**config.mk**
```make
export PLATFORM = sky130hd
export DESIGN_NAME = i2c_master_write_read_sequencer
export DESIGN_NICKNAME = d
export VERILOG_FILES = /design/src/rtl/core/i2cs_pkg.sv /design/src/rtl/core/i2c_master_write_read_sequencer.sv /design/src/rtl/core/i2cs_wstore.sv /design/src/rtl/core/i2cs_ctrl.sv
export SDC_FILE = /design/constraint.sdc
export NUM_CORES = 1
export LEC_CHECK = 0
export BUFFER_PORTS_ARGS = -buffer_cell sky130_fd_sc_hd__buf_2
export CORE_ASPECT_RATIO = 1.75
export CORE_MARGIN = 4
export CORE_UTILIZATION = 34
export DETAILED_ROUTE_END_ITERATION = 8
export PLACE_DENSITY = 0.47
export SETUP_SLACK_MARGIN = 0.02
export SLEW_MARGIN = 25
export SYNTH_ARGS = -nofsm -noshare
export SYNTH_HDL_FRONTEND = slang
export SYNTH_SLANG_ARGS = --single-unit
```
**constraint.sdc**
```tcl
create_clock -name clk -period 5.3 [get_ports clk]
set_input_delay 0.795 -clock clk [delete_from_list [all_inputs] [get_ports clk]]
set_output_delay 0.795 -clock clk [all_outputs]
set_load 0.005 [all_outputs]
```
**src/rtl/core/i2cs_pkg.sv**
```systemverilog
`default_nettype none

package i2cs_pkg;

    localparam int WRITE_DEPTH = 16;
    localparam int WADDR_W     = $clog2(WRITE_DEPTH);
    localparam int WPOS_W      = 5;

    typedef enum logic [1:0] {
        FN_LOAD  = 2'd0,
        FN_START = 2'd1,
        FN_EVENT = 2'd2
    } func_t;

    typedef enum logic [3:0] {
        PH_IDLE    = 4'd0,
        PH_START   = 4'd1,
        PH_WRITE   = 4'd2,
        PH_RESTART = 4'd3,
        PH_ACK     = 4'd4,
        PH_READ    = 4'd5,
        PH_NACK    = 4'd6,
        PH_STOP    = 4'd7,
        PH_ERROR   = 4'd8
    } phase_t;

    typedef enum logic [2:0] {
        ACT_NONE    = 3'd0,
        ACT_START   = 3'd1,
        ACT_TX      = 3'd2,
        ACT_RESTART = 3'd3,
        ACT_RCV     = 3'd4,
        ACT_ACK     = 3'd5,
        ACT_NACK    = 3'd6,
        ACT_STOP    = 3'd7
    } action_t;

    typedef struct packed {
        logic [1:0] func;
        logic [3:0] wr_index;
        logic [7:0] wr_byte;
        logic [6:0] target_addr;
        logic [4:0] write_count;
        logic [7:0] read_count;
        logic       ack_missing;
        logic [7:0] rx_byte;
    } item_t;

    typedef struct packed {
        action_t    action;
        logic [7:0] tx_byte;
        logic       rx_valid;
        logic [7:0] rx_data;
        logic [7:0] rx_position;
        logic       done_res;
        logic       success;
    } res_t;

    typedef struct packed {
        logic               we;
        logic [WADDR_W-1:0] addr;
        logic [7:0]         data;
    } wr_req_t;

endpackage

`default_nettype wire

```
**src/rtl/core/i2c_master_write_read_sequencer.sv**
```systemverilog
// Channel  Handshake            Payload
// in       in_valid / in_stall  func wr_index wr_byte target_addr write_count
//                               read_count ack_missing rx_byte
// out      out_valid/out_stall  action tx_byte rx_valid rx_data rx_position
//                               done_res success
//
// One item per cycle sustained while out_stall stays low.
// Item goes into an input register, the phase update and result are
// formed in one pass and land in the result register.
// rst_n clears phase, counters and both handshake stages; the write store
// is not cleared.
// out_stall backs up into in_stall only when both stages are full.
`default_nettype none

module i2c_master_write_read_sequencer
    import i2cs_pkg::*;
(
    input  wire logic       clk,
    input  wire logic       rst_n,
    input  wire logic       in_valid,
    output logic            in_stall,
    input  wire logic [1:0] func,
    input  wire logic [3:0] wr_index,
    input  wire logic [7:0] wr_byte,
    input  wire logic [6:0] target_addr,
    input  wire logic [4:0] write_count,
    input  wire logic [7:0] read_count,
    input  wire logic       ack_missing,
    input  wire logic [7:0] rx_byte,
    output logic            out_valid,
    input  wire logic       out_stall,
    output logic [2:0]      action,
    output logic [7:0]      tx_byte,
    output logic            rx_valid,
    output logic [7:0]      rx_data,
    output logic [7:0]      rx_position,
    output logic            done_res,
    output logic            success
);

    logic               in_full_reg, in_full_next;
    item_t              item_reg;
    logic               out_full_reg, out_full_next;
    res_t               res_reg;
    res_t               res;
    wr_req_t            wr_req;
    logic [WADDR_W-1:0] store_addr;
    logic [7:0]         store_data;
    logic               advance;
    logic               accept;

    assign advance       = in_full_reg && (!out_full_reg || !out_stall);
    assign in_stall      = in_full_reg && !advance;
    assign accept        = in_valid && !in_stall;
    assign in_full_next  = accept || (in_full_reg && !advance);
    assign out_full_next = advance || (out_full_reg && out_stall);

    always_ff @(posedge clk or negedge rst_n)
    begin
        if (!rst_n)
        begin
            in_full_reg  <= 1'b0;
            out_full_reg <= 1'b0;
        end
        else
        begin
            in_full_reg  <= in_full_next;
            out_full_reg <= out_full_next;
        end
    end

    always_ff @(posedge clk)
    begin
        if (accept)
        begin
            item_reg <= '{func:        func,
                          wr_index:    wr_index,
                          wr_byte:     wr_byte,
                          target_addr: target_addr,
                          write_count: write_count,
                          read_count:  read_count,
                          ack_missing: ack_missing,
                          rx_byte:     rx_byte};
        end
        if (advance)
        begin
            res_reg <= res;
        end
    end

    i2cs_wstore u_wstore (
        .clk     (clk),
        .wr_req  (wr_req),
        .rd_addr (store_addr),
        .rd_data (store_data)
    );

    i2cs_ctrl u_ctrl (
        .clk        (clk),
        .rst_n      (rst_n),
        .step_en    (advance),
        .item       (item_reg),
        .store_data (store_data),
        .store_addr (store_addr),
        .wr_req     (wr_req),
        .res        (res)
    );

    assign out_valid   = out_full_reg;
    assign action      = res_reg.action;
    assign tx_byte     = res_reg.tx_byte;
    assign rx_valid    = res_reg.rx_valid;
    assign rx_data     = res_reg.rx_data;
    assign rx_position = res_reg.rx_position;
    assign done_res    = res_reg.done_res;
    assign success     = res_reg.success;

endmodule

`default_nettype wire

```
**src/rtl/core/i2cs_wstore.sv**
```systemverilog
`default_nettype none

module i2cs_wstore
    import i2cs_pkg::*;
(
    input  wire logic               clk,
    input  wire wr_req_t            wr_req,
    input  wire logic [WADDR_W-1:0] rd_addr,
    output logic [7:0]              rd_data
);

    logic [7:0] store_reg [WRITE_DEPTH];

    always_ff @(posedge clk)
    begin
        if (wr_req.we)
        begin
            store_reg[wr_req.addr] <= wr_req.data;
        end
    end

    assign rd_data = store_reg[rd_addr];

endmodule

`default_nettype wire

```
**src/rtl/core/i2cs_ctrl.sv**
```systemverilog
`default_nettype none

module i2cs_ctrl
    import i2cs_pkg::*;
(
    input  wire logic               clk,
    input  wire logic               rst_n,
    input  wire logic               step_en,
    input  wire item_t              item,
    input  wire logic [7:0]         store_data,
    output logic [WADDR_W-1:0]      store_addr,
    output wr_req_t                 wr_req,
    output res_t                    res
);

    phase_t            phase_reg, phase_next;
    logic [WPOS_W-1:0] write_pos_reg, write_pos_next;
    logic [7:0]        read_pos_reg, read_pos_next;
    logic [6:0]        slave_addr_reg, slave_addr_next;
    logic [WPOS_W-1:0] writes_wanted_reg, writes_wanted_next;
    logic [7:0]        reads_wanted_reg, reads_wanted_next;

    always_ff @(posedge clk or negedge rst_n)
    begin
        if (!rst_n)
        begin
            phase_reg         <= PH_IDLE;
            write_pos_reg     <= '0;
            read_pos_reg      <= '0;
            slave_addr_reg    <= '0;
            writes_wanted_reg <= '0;
            reads_wanted_reg  <= '0;
        end
        else if (step_en)
        begin
            phase_reg         <= phase_next;
            write_pos_reg     <= write_pos_next;
            read_pos_reg      <= read_pos_next;
            slave_addr_reg    <= slave_addr_next;
            writes_wanted_reg <= writes_wanted_next;
            reads_wanted_reg  <= reads_wanted_next;
        end
    end

    assign store_addr = write_pos_reg[WADDR_W-1:0];

    always_comb
    begin
        logic [7:0]        addr_byte;
        logic [WPOS_W-1:0] wc;
        logic [7:0]        rc;
        logic [7:0]        rpos_inc;

        addr_byte = {slave_addr_reg, 1'b0};
        wc        = item.write_count;
        rc        = item.read_count;
        rpos_inc  = read_pos_reg + 8'd1;

        phase_next         = phase_reg;
        write_pos_next     = write_pos_reg;
        read_pos_next      = read_pos_reg;
        slave_addr_next    = slave_addr_reg;
        writes_wanted_next = writes_wanted_reg;
        reads_wanted_next  = reads_wanted_reg;
        res                = '0;
        wr_req.we          = 1'b0;
        wr_req.addr        = item.wr_index[WADDR_W-1:0];
        wr_req.data        = item.wr_byte;

        unique case (item.func)
            FN_LOAD:
            begin
                wr_req.we = step_en && (int'(item.wr_index) < WRITE_DEPTH);
            end
            FN_START:
            begin
                if (int'(wc) > WRITE_DEPTH)
                begin
                    wc = WPOS_W'(WRITE_DEPTH);
                end
                // no bytes either way: do a one-byte read
                if (wc == '0 && rc == '0)
                begin
                    rc = 8'd1;
                end
                slave_addr_next    = item.target_addr;
                writes_wanted_next = wc;
                reads_wanted_next  = rc;
                write_pos_next     = '0;
                read_pos_next      = '0;
                phase_next         = PH_START;
                res.action         = ACT_START;
            end
            FN_EVENT:
            begin
                unique case (phase_reg)
                    PH_START:
                    begin
                        write_pos_next = '0;
                        read_pos_next  = '0;
                        res.action     = ACT_TX;
                        if (writes_wanted_reg != '0)
                        begin
                            phase_next  = PH_WRITE;
                            res.tx_byte = addr_byte;
                        end
                        else
                        begin
                            phase_next  = PH_ACK;
                            res.tx_byte = addr_byte | 8'd1;
                        end
                    end
                    PH_WRITE:
                    begin
                        priority if (item.ack_missing)
                        begin
                            phase_next   = PH_ERROR;
                            res.done_res = 1'b1;
                        end
                        else if (write_pos_reg < writes_wanted_reg)
                        begin
                            res.action     = ACT_TX;
                            res.tx_byte    = store_data;
                            write_pos_next = write_pos_reg + WPOS_W'(1);
                        end
                        else if (reads_wanted_reg != '0)
                        begin
                            phase_next = PH_RESTART;
                            res.action = ACT_RESTART;
                        end
                        else
                        begin
                            phase_next = PH_STOP;
                            res.action = ACT_STOP;
                        end
                    end
                    PH_RESTART:
                    begin
                        phase_next  = PH_ACK;
                        res.action  = ACT_TX;
                        res.tx_byte = addr_byte | 8'd1;
                    end
                    PH_ACK:
                    begin
                        phase_next = PH_READ;
                        res.action = ACT_RCV;
                    end
                    PH_READ:
                    begin
                        if (item.ack_missing)
                        begin
                            phase_next   = PH_ERROR;
                            res.done_res = 1'b1;
                        end
                        else
                        begin
                            res.rx_valid    = 1'b1;
                            res.rx_data     = item.rx_byte;
                            res.rx_position = read_pos_reg;
                            read_pos_next   = rpos_inc;
                            if (rpos_inc == reads_wanted_reg)
                            begin
                                phase_next = PH_NACK;
                                res.action = ACT_NACK;
                            end
                            else
                            begin
                                phase_next = PH_ACK;
                                res.action = ACT_ACK;
                            end
                        end
                    end
                    PH_NACK:
                    begin
                        phase_next = PH_STOP;
                        res.action = ACT_STOP;
                    end
                    PH_STOP:
                    begin
                        phase_next   = PH_IDLE;
                        res.done_res = 1'b1;
                        res.success  = 1'b1;
                    end
                    default:
                    begin
                        // idle or error: the event itself is an error
                        phase_next   = PH_ERROR;
                        res.done_res = 1'b1;
                    end
                endcase
            end
            default:
            begin
            end
        endcase
    end

endmodule

`default_nettype wire

```
==> metrics.log <==
INFO  metric area_growth = 14.6%
INFO  metric post_drt_via_cell_ratio = 4.93
INFO  metric ctsHoldBuffers = 0
INFO  metric route.vias.total = between 5000 and 6000
INFO  metric clock_sinks = between 200 and 250
INFO  metric gp_routability_congestion = approximately 0.80
INFO  metric worst_skew_pair_later_pin_latency = 0.52 ns
INFO  metric worstPathArrival = 3.02 ns
INFO  metric ys_seq_area_frac = 0.708
INFO  metric synthSimpleGateAreaFrac = 0.0738
INFO  metric synth-xor-area-share = 0.0106
INFO  metric placement_rows = 82
INFO  metric cp_data_required_time = 5.69 ns
INFO  metric timing.final.setup_violations = 0
INFO  metric numPortBuffers = 78
INFO  metric period_minus_slack = 2.63 ns
INFO  metric ffs_latches_synth = 240
INFO  metric cts_repair_resize_count = 0
INFO  metric largest_reg_flops = 128
INFO  metric worstPathCellList = a21boi_4 > buf_4 > nand2_1 > mux2_2
INFO  metric regToRegStartpoint = out_valid
INFO  metric highest_achievable_clock_rate = 380 MHz
INFO  metric floorplan.initialDensity = 0.345
INFO  metric r2r.worst_path.cells = 4
INFO  metric dieArea = 32000 µm²
INFO  metric power_leakage = 3.96 nW
INFO  metric ys_top_cells_by_area = sky130_fd_sc_hd__edfxtp_1, sky130_fd_sc_hd__dfrtp_1, sky130_fd_sc_hd__mux4_2, sky130_fd_sc_hd__mux4_1, sky130_fd_sc_hd__mux2_2
INFO  metric worstSetupPathType = reg2reg
INFO  metric hpwlAfterDp = around 16000 µm
INFO  metric setup.worst_path.start_class = flop
INFO  metric antenna_violations_before_repair = 0
INFO  metric cts_buffers = 23
INFO  metric grt_setup_unrepaired = false
INFO  metric synthDistinctLibCells = 62
INFO  metric power-per-cell-area = 360 nW/µm²
INFO  metric finish.instance_area = ~11000 µm²
INFO  metric die_h = 234 µm
INFO  metric dpl_cell_area = 10700 µm²
INFO  metric cts_buffer_depth = 3
INFO  metric synth_async_sr_flop_share = 0.163
INFO  metric timing.final.max_slew_violations = 0
INFO  metric cts_tree = built
INFO  metric regArea = 7010 µm²
INFO  metric drt_pass1_iterations = 4
INFO  metric prevailing_post_synth_register_cell = sky130_fd_sc_hd__edfxtp_1
INFO  metric design.core.area = 28700 µm²
INFO  metric post_route_cells_drive_above_1_share = 0.249
INFO  metric drt_wl_total = 22300 µm
INFO  metric worstSetupStartpoint = out_valid
INFO  metric synth.mux.area_fraction = 0.115
INFO  metric timing.rr.end = u_ctrl.reads_wanted_reg[5]
INFO  metric average_wire_length_per_cell_after_detail_routing = 21.1 µm
INFO  metric fin_worst_skew = roughly 0.019 ns
INFO  metric fin_setup_tns = 0 ns
INFO  metric cts_post_setup_buffers_inserted = 0
INFO  metric ir_worst_vdd = 0.000185 V
INFO  metric cts.root.buffer_cell = sky130_fd_sc_hd__clkbuf_16
INFO  metric ant_nets = 0
INFO  metric track_usage = 0.143
INFO  metric drt_iter0_drc = 238
INFO  metric multiInputGateArea = 2680 µm²
INFO  metric synth-adder-area-share = 0.0114
INFO  metric diodes = 0
INFO  metric maxCapViolCount = 0
INFO  metric fin_crit_share = 0.496
INFO  metric setup.worst_path.end = u_ctrl.reads_wanted_reg[5]
INFO  metric grt_pass1_wl = between 30000 and 40000 µm
INFO  metric synth.top_cell.area_share = 0.609
INFO  metric grt_start_max_net_pins = 44
INFO  metric max-slew-margin-rel = 0.353
INFO  metric htree_num_levels = 1
INFO  metric synth_area_leader_cell = sky130_fd_sc_hd__edfxtp_1
INFO  metric main_combinational_cell_family_by_area_after_synthesis = multiplexers
INFO  metric fillers = between 2000 and 3000
INFO  metric synth-warning-count = 0
INFO  metric num-nets-final = 721
INFO  metric syn_nets = 640
INFO  metric crit_path_top_delay_cell = sky130_fd_sc_hd__nand2_1
INFO  metric synth-edff-count = 201
INFO  metric syn-mean-instance-area = roughly 17 µm²
INFO  metric cts.clk_slew.worst_paths = 0.06 ns
INFO  metric pin_count = 79
INFO  metric crit_path_max_cell_delay = 0.66 ns
INFO  metric via_count_of_the_first_global_routing_pass = 5701
INFO  metric setup.worst_path.end_class = flop
INFO  metric postSynthCellCount = 584
INFO  metric netlist_area = 9910 µm²
INFO  metric ff2ff_setup_slack = 2.67 ns
INFO  metric chipWidth = 137 µm
INFO  metric critical_path_peak_fanout = 32
INFO  metric synth_compound_area_frac = 0.0566
INFO  metric drt_drc_violations_left = 0
INFO  metric overflow = 0
INFO  metric final-hold-violation-count = 0
INFO  metric min-delay-path-class = in2async
INFO  metric status = complete, no violations
INFO  metric worst_pin_slew = 0.969 ns
==> cell type report <==
cell class / instances / area share
Clock buffer: 32 / 0.0563
Clock inverter: 7 / 0.00386
Timing Repair Buffer: 81 / 0.0366
Sequential cell: 240 / 0.618
Multi-Input combinational cell: 296 / 0.236
Tap cell: 378 / 0.0417
Inverter: 23 / 0.00760
==> power by group <==
| part | switching [W] | leakage [nW] | total (W) | internal [W] |
|---|---|---|---|---|
| registers | 0.0000973 | 2.36 | 0.00225 | 0.00215 |
| clock network | 0.000684 | 0.334 | 0.00153 | 0.000841 |
| logic | 0.000172 | 1.27 | 0.000308 | 0.000136 |
==> worst max-delay path, delay by kind of cell, from the launching register on <==
kind | cells | cell delay [ns]
AOI/OAI and AO/OA | 1 | 0.43
DFF | 1 | 0.43
and+or+nand+nor | 1 | 0.66
muxes | 1 | 0.51
buffers and inverters | 1 | 0.44
==> cell usage in the layout, fill, tap and decap left out, types with 6 or more instances in the layout <==
cell type	netlist	routed
sky130_fd_sc_hd__clkbuf_1	6	6
sky130_fd_sc_hd__a21oi_1	11	11
sky130_fd_sc_hd__mux2_2	15	15
sky130_fd_sc_hd__nand2b_1	14	14
sky130_fd_sc_hd__ha_1	9	9
sky130_fd_sc_hd__nor4_1	6	6
sky130_fd_sc_hd__mux4_1	17	17
sky130_fd_sc_hd__edfxtp_1	201	201
sky130_fd_sc_hd__a21o_1	7	7
sky130_fd_sc_hd__nand2_1	36	36
sky130_fd_sc_hd__o21ai_1	12	12
sky130_fd_sc_hd__nand3_1	15	15
sky130_fd_sc_hd__and2_1	17	16
sky130_fd_sc_hd__buf_2	12	77
sky130_fd_sc_hd__xnor2_1	7	7
sky130_fd_sc_hd__o21ai_0	18	18
sky130_fd_sc_hd__nor2_1	25	25
sky130_fd_sc_hd__mux4_2	23	23
sky130_fd_sc_hd__inv_1	23	23
sky130_fd_sc_hd__dfrtp_1	39	37
sky130_fd_sc_hd__clkbuf_16	0	23
==> Yosys cell counts (11+ instances only) <==
library cell and count:
sky130_fd_sc_hd__mux4_2 23, sky130_fd_sc_hd__a21oi_1 11, sky130_fd_sc_hd__dfrtp_1 39, sky130_fd_sc_hd__mux4_1 17, sky130_fd_sc_hd__o21ai_0 18, sky130_fd_sc_hd__edfxtp_1 201
sky130_fd_sc_hd__nor2_1 25, sky130_fd_sc_hd__nand2b_1 14, sky130_fd_sc_hd__and2_1 17, sky130_fd_sc_hd__buf_2 12, sky130_fd_sc_hd__o21ai_1 12, sky130_fd_sc_hd__nand2_1 36
sky130_fd_sc_hd__mux2_2 15, sky130_fd_sc_hd__nand3_1 15, sky130_fd_sc_hd__inv_1 23
==> worst min path at each step <==
stage	startpoint	end	slack, ns	cells past startpoint
5_1_grt	rst_n	u_ctrl.read_pos_reg[7]	0.28	1
6_report	rst_n	u_ctrl.read_pos_reg[7]	0.26	1
4_1_cts	wr_byte[5]	item_reg[34]	0.42	1
3_3_place_gp	in_full_reg	out_valid	0.47	1
3_5_place_dp	item_reg[27]	u_ctrl.slave_addr_reg[5]	0.47	1
2_1_floorplan	in_full_reg	out_valid	0.44	1
==> cell families after synthesis <==
kind of cell,count (synthesis)
AO/OA/AOI/OAI,80
flip-flops,240
XOR/XNOR,12
AND/OR/NAND/NOR,139
multiplexers,56
adder cells (fa/ha/maj),9
buffers and inverters,48
==> per-stage QoR <==
stage | total power, W | instances | util | hold slack, ns | worst slack (ns)
6_report | 0.00408 | 1057 | 0.395 | 0.258 | 2.67
2_1_floorplan | 0.00247 | 584 | - | 0.443 | 2.22
5_1_grt | 0.00426 | 1057 | 0.395 | 0.285 | 2.44
3_3_place_gp | 0.00260 | 1018 | 0.371 | 0.470 | 2.19
3_5_place_dp | 0.00260 | 1018 | 0.371 | 0.467 | 2.12
4_1_cts | 0.00415 | 1057 | 0.395 | 0.419 | 2.57
==> metal layers <==
metal	vias to the layer above	share of wire	wire, µm	GRT usage
met5	-	0	0	0
met4	0	0.026	571	0.0471
met3	30	0.031	682	0.0215
met2	88	0.62	13800	0.299
met1	2665	0.33	7250	0.137
li1	2423	-	-	-
Power figures use the tool's default switching activity.
